**config.mk**
```make
export PLATFORM = sky130hd
export DESIGN_NAME = rmq_minmax
export DESIGN_NICKNAME = d
export VERILOG_FILES = /design/src/rtl/rmq_minmax.sv
export SDC_FILE = /design/constraint.sdc
export NUM_CORES = 1
export LEC_CHECK = 0
export BUFFER_PORTS_ARGS = -buffer_cell sky130_fd_sc_hd__buf_2
export CAP_MARGIN = 40
export CELL_PAD_IN_SITES_DETAIL_PLACEMENT = 1
export CELL_PAD_IN_SITES_GLOBAL_PLACEMENT = 2
export CORE_ASPECT_RATIO = 1.25
export CORE_MARGIN = 10
export CORE_UTILIZATION = 22
export DETAILED_ROUTE_END_ITERATION = 10
export GPL_TIMING_DRIVEN = 0
export PLACE_DENSITY_LB_ADDON = 0.15
export RECOVER_POWER = 100
export SLEW_MARGIN = 20
export SYNTH_ARGS = -nofsm -noshare
export SYNTH_HDL_FRONTEND = slang
export SYNTH_SLANG_ARGS = --single-unit
```
**constraint.sdc**
```tcl
create_clock -name vclk -period 6.2
set_clock_uncertainty 0.2 [all_clocks]
set_input_delay 1.24 -clock vclk [all_inputs]
set_output_delay 1.24 -clock vclk [all_outputs]
set_load 0.1 [all_outputs]
```
**src/rtl/rmq_minmax.sv**
```systemverilog
module rmq_minmax #(
    parameter int VALUE_BITS = 32
) (
    input  logic signed [VALUE_BITS-1:0] i_a_min,
    input  logic signed [VALUE_BITS-1:0] i_a_max,
    input  logic signed [VALUE_BITS-1:0] i_b_min,
    input  logic signed [VALUE_BITS-1:0] i_b_max,
    output logic signed [VALUE_BITS-1:0] o_min,
    output logic signed [VALUE_BITS-1:0] o_max
);

    assign o_min = (i_a_min < i_b_min) ? i_a_min : i_b_min;
    assign o_max = (i_a_max > i_b_max) ? i_a_max : i_b_max;

endmodule

```
* Word-level counts from Yosys, hierarchy flattened *
Index checks and enable logic that the tools add are counted.

word-level totals
  word-level logic and storage cells = 4
  output and inout bits = 64
  flip-flop bits (word level) = 0

operators by class
  muxes and demuxes = 2
  $lt $le $gt $ge = 2

operators with widths
  operator                        count
  32-bit two-way mux              2
  32-bit greater-than comparator  1
  32-bit < comparator             1

* Longest topological paths before layout *
  depth in word-level cells = 2
  gate-level depth with buffers = 9
  gate-level depth less buffers = 8

* Worst setup path before layout *
OpenSTA, ideal clock, no wires.

  kind = input-to-output
  start point = in i_b_min[2]
  end point = out o_min[10]
  stages on the path = 9
  arrival time = 3.777 ns
  slack = 0.983 ns
  path buffers = 1
  required time = 4.760 ns
  path through = inv_1 > ha_1 > a211o_1 > a31oi_1 > o31ai_1 > a2111o_1 > a221oi_4 > buf_6 > mux2_1

on the way
  longest elaborated chain between the ends = 2

ends and longest elaborated chain
  what                 RTL line  source
  start: declaration   6         input logic signed [VALUE_BITS-1:0] i_b_min,
  32-bit < comparator  12        assign o_min = (i_a_min < i_b_min) ? i_a_min : i_b_min;
  32-bit two-way mux   12
  end: declaration     8         output logic signed [VALUE_BITS-1:0] o_min,

Every way passes these cells.

* Worst setup path after layout *
  start point = in i_b_max[19]
  end point = out o_max[2]

on the way
  longest elaborated chain between the ends = 2

ends and longest elaborated chain
  what                            RTL line  source
  start: declaration              7         input logic signed [VALUE_BITS-1:0] i_b_max,
  32-bit greater-than comparator  13        assign o_max = (i_a_max > i_b_max) ? i_a_max : i_b_max;
  32-bit two-way mux              13
  end: declaration                9         output logic signed [VALUE_BITS-1:0] o_max

Every way passes these cells.

==> results summary <==
The fraction of power consumed by combinational cells is 100.0%. Dividing the detail-routed wire length by the instance count gives 15.6 um. The share of the yosys chip area belonging to registers came out at 0%. The share of the synthesized area in the top cell type came out at 32.8%.

The switching part of the total is 76.9%. The peak ir drop on the vdd network came out at 92.9 uV. The simple-gate share of the synthesized area came out at 9.10%. The layout overhead on the synthesized area came out at 46.5%. The timing-limited maximum frequency is 0.179 GHz.

The final worst setup slack came out at 605 ps. The cell count after synthesis came out at 294. The detailed-route wire length on metal 1 came out at 3880 um. The post-synth design cell area came out at 0.00241 mm2. The portion of the clock cycle consumed by the worst path in the final layout is 90.2%. The diode insertion count for antenna repair came out at 0. The count of vias placed by the detailed router is 2824. The count of pins on the block boundary came out at 192.

The number of warnings printed during yosys synthesis came out at 0. The critical path data required time came out at 4760 ps. The standard-cell row count is 42. The fraction of final layout cells with drive strength greater than 1 is 46.9%. The via density per instance is 4.57. The initial antenna violation count came out at 1. The total length of routed met3 wires came out at 961 um. OpenSTA, run right after detailed placement, puts the worst setup slack at 692 ps. The library cells used most frequently in the layout, excluding fill and tap cells, are buf_2, inv_1, ha_1, clkbuf_2, mux2_2. In this run the remaining antenna-violating nets after routing total 0. The number of global-route vias before repair came out at 3171. The worst hold path belongs to the class in2out.

The smallest clock period supported by the final layout is computed as 5590 ps. The vertical extent of the die came out at 137 um. Walking the worst path, the cells encountered are buf_2 -> inv_1 -> ha_1 -> and3_1 -> a221o_1 -> a21oi_1 -> o211ai_1 -> o221ai_1 -> clkbuf_1 -> mux2_2 -> clkbuf_2.

The number of different library cells in the post-synthesis netlist is 36. Including well taps, the total number of placed cells is 618. The floorplan step set the die width to 114 um. In the finished design the tool counted flip-flops and latches totalling 0.

In this run, flip-flops and latches consume 0% of the power. By area the synthesized netlist is led by ha_1, mux2_2, mux2_1, inv_1, a21oi_1. The total global routing track utilization came out at 11.4%. For this design, the slowest cell found on the critical path is clkbuf_1. The remaining max-slew budget at the tightest pin is 18.5%. The number of endpoints with negative hold slack in the final report came out at 0. The first-iteration detailed-routing DRC count came out at 49.

The transition at the pin with the smallest max-transition slack is 1230 ps. The count of endpoints failing setup in the final report came out at 0. The maximum fanout count along the critical path came out at 10. The number of nets handed over by synthesis was 485.

The worst setup path is captured at an output port. The largest net degree at the start of global routing came out at 11. Of the total synthesized cell area, the portion taken by full adders, half adders and majority gates is 32.8%. By area, the combinational part of the netlist is dominated by adder cells.

The count of port buffers added during placement came out at 192. The compound-cell area share of the yosys netlist came out at 15.7%. After synthesis, the share of cell area in mux cells is 30.0%. The post-CTS setup-driven buffer insertion count came out at 0. At the end of routability-driven placement, the weighted congestion stood at 0.751. The clock network fraction of design power came out at 0%. The wire length on met2 is 4810 um. Summed over all nets, the half-perimeter wirelength after detailed placement is 9240 um.

Dividing the synthesized area by the synthesized cell count gives 8.18 um2. The category of the critical setup timing path is in2out. The max capacitance violation total is 0. The cell area power density is 199 mW/mm2.

The placeable core region came out at 0.0107 mm2. Once the clock tree was built, the resizer swapped 0 gates to a different size. After Yosys synthesis, XOR and XNOR cells account for 0% of the synthesized area.

The total overflow left after global routing is 0. Setup repair after global routing left no endpoint under its margin. Summed over all instances, the cell type with the most area after synthesis is ha_1.

The first-pass GRT wire length came out at 15300 um. The first detailed-routing pass ran for 4 iterations. The initial utilization of the core area, before any placement, comes to 22.6%. The internal power component came out at 162 uW. Excluding fillers, the count of instances in the completed layout stands at 618. Leaving out fill and tap cells, the most frequent cell in the layout is buf_2. The flow ran to the end, and the final reports show no timing, DRC or antenna violations.

The total length of routed wires came out at 9650 um. The static leakage power is 0.00211 uW. The number of clock-tree buffers in the layout came out at 0.

The count of unresolved DRC violations after routing came out at 0. The area of the die is 0.0155 mm2. The switching component of the power came out at 539 uW. The peak per-stage delay on the critical path came out at 530 ps. The topmost layer with routed signal wires is met3. The quantity of hold-fixing buffers added after cts is 0. Cells fill 33.0% of the core in the end. In the final timing run, aggregate negative setup slack is 0 ps.

Across the whole layout, storage elements account for 0 um2. The worst setup path is launched from an input pin. The number of nets in the finished design came out at 679. The final count of pins violating max slew is 0.

The arrival time at the worst endpoint came out at 4150 ps.
## area by class of cell
cell class,count,area (um2)
timing repair buffer,192,957
buffer,6,45.0
inverter,67,251
fill,1375,7140
tap,132,165
multi-input combinational,221,2110
## cells in the mapped netlist, types with 2 or more instances
library cell,n
inv_1,67
ha_1,63
mux2_2,34
mux2_1,30
a21oi_1,19
nand4_1,12
a21o_1,9
nand2_1,7
nand3_1,6
nor2_1,6
o21ai_0,5
buf_2,3
buf_6,3
a211o_1,2
a221o_1,2
a221oi_1,2
a31oi_1,2
and4_1,2
nand2b_1,2
nor3_1,2
## cells by family (layout without fill, tap and decap cells)
| group | Yosys count | after routing |
|---|---|---|
| simple gates | 41 | 41 |
| fa+ha+maj | 63 | 63 |
| buf+inv | 73 | 265 |
| compound gates | 53 | 53 |
| mux | 64 | 64 |
## metal layers
metal | GRT usage (%) | vias up
met5 | 0 | -
met4 | 0 | 0
met3 | 4.07 | 0
met2 | 21.6 | 112
met1 | 12.6 | 1262
li1 | - | 1450
## worst paths after layout
kind	depth (start not counted)	slack, ps	to	from
max	11	610	o_max[2]	i_b_max[19]
min	3	2910	o_min[0]	i_a_min[0]
## power groups by stage
stage	registers, uW	clock network [uW]	logic, uW
2_1_floorplan	0	0	569
3_3_place_gp	0	0	705
3_5_place_dp	0	0	710
4_1_cts	0	0	712
5_1_grt	0	0	745
6_report	0	0	701
## per-stage QoR
stage	hold slack, ps	power, uW	instance area, um2
detailed placement	2890	710	3530
floorplan	2750	569	2410
finish	2910	701	3520
global route	2920	745	3520
global placement	2890	705	3530
CTS	2890	712	3530
## worst max-delay path, delay by kind of cell
family / cells / cell delay [ps]
mux: 1 / 400
simple gates: 1 / 220
compound gates: 4 / 960
fa+ha+maj: 1 / 280
buf+inv: 4 / 1040
(Power assumes the default switching activity.)
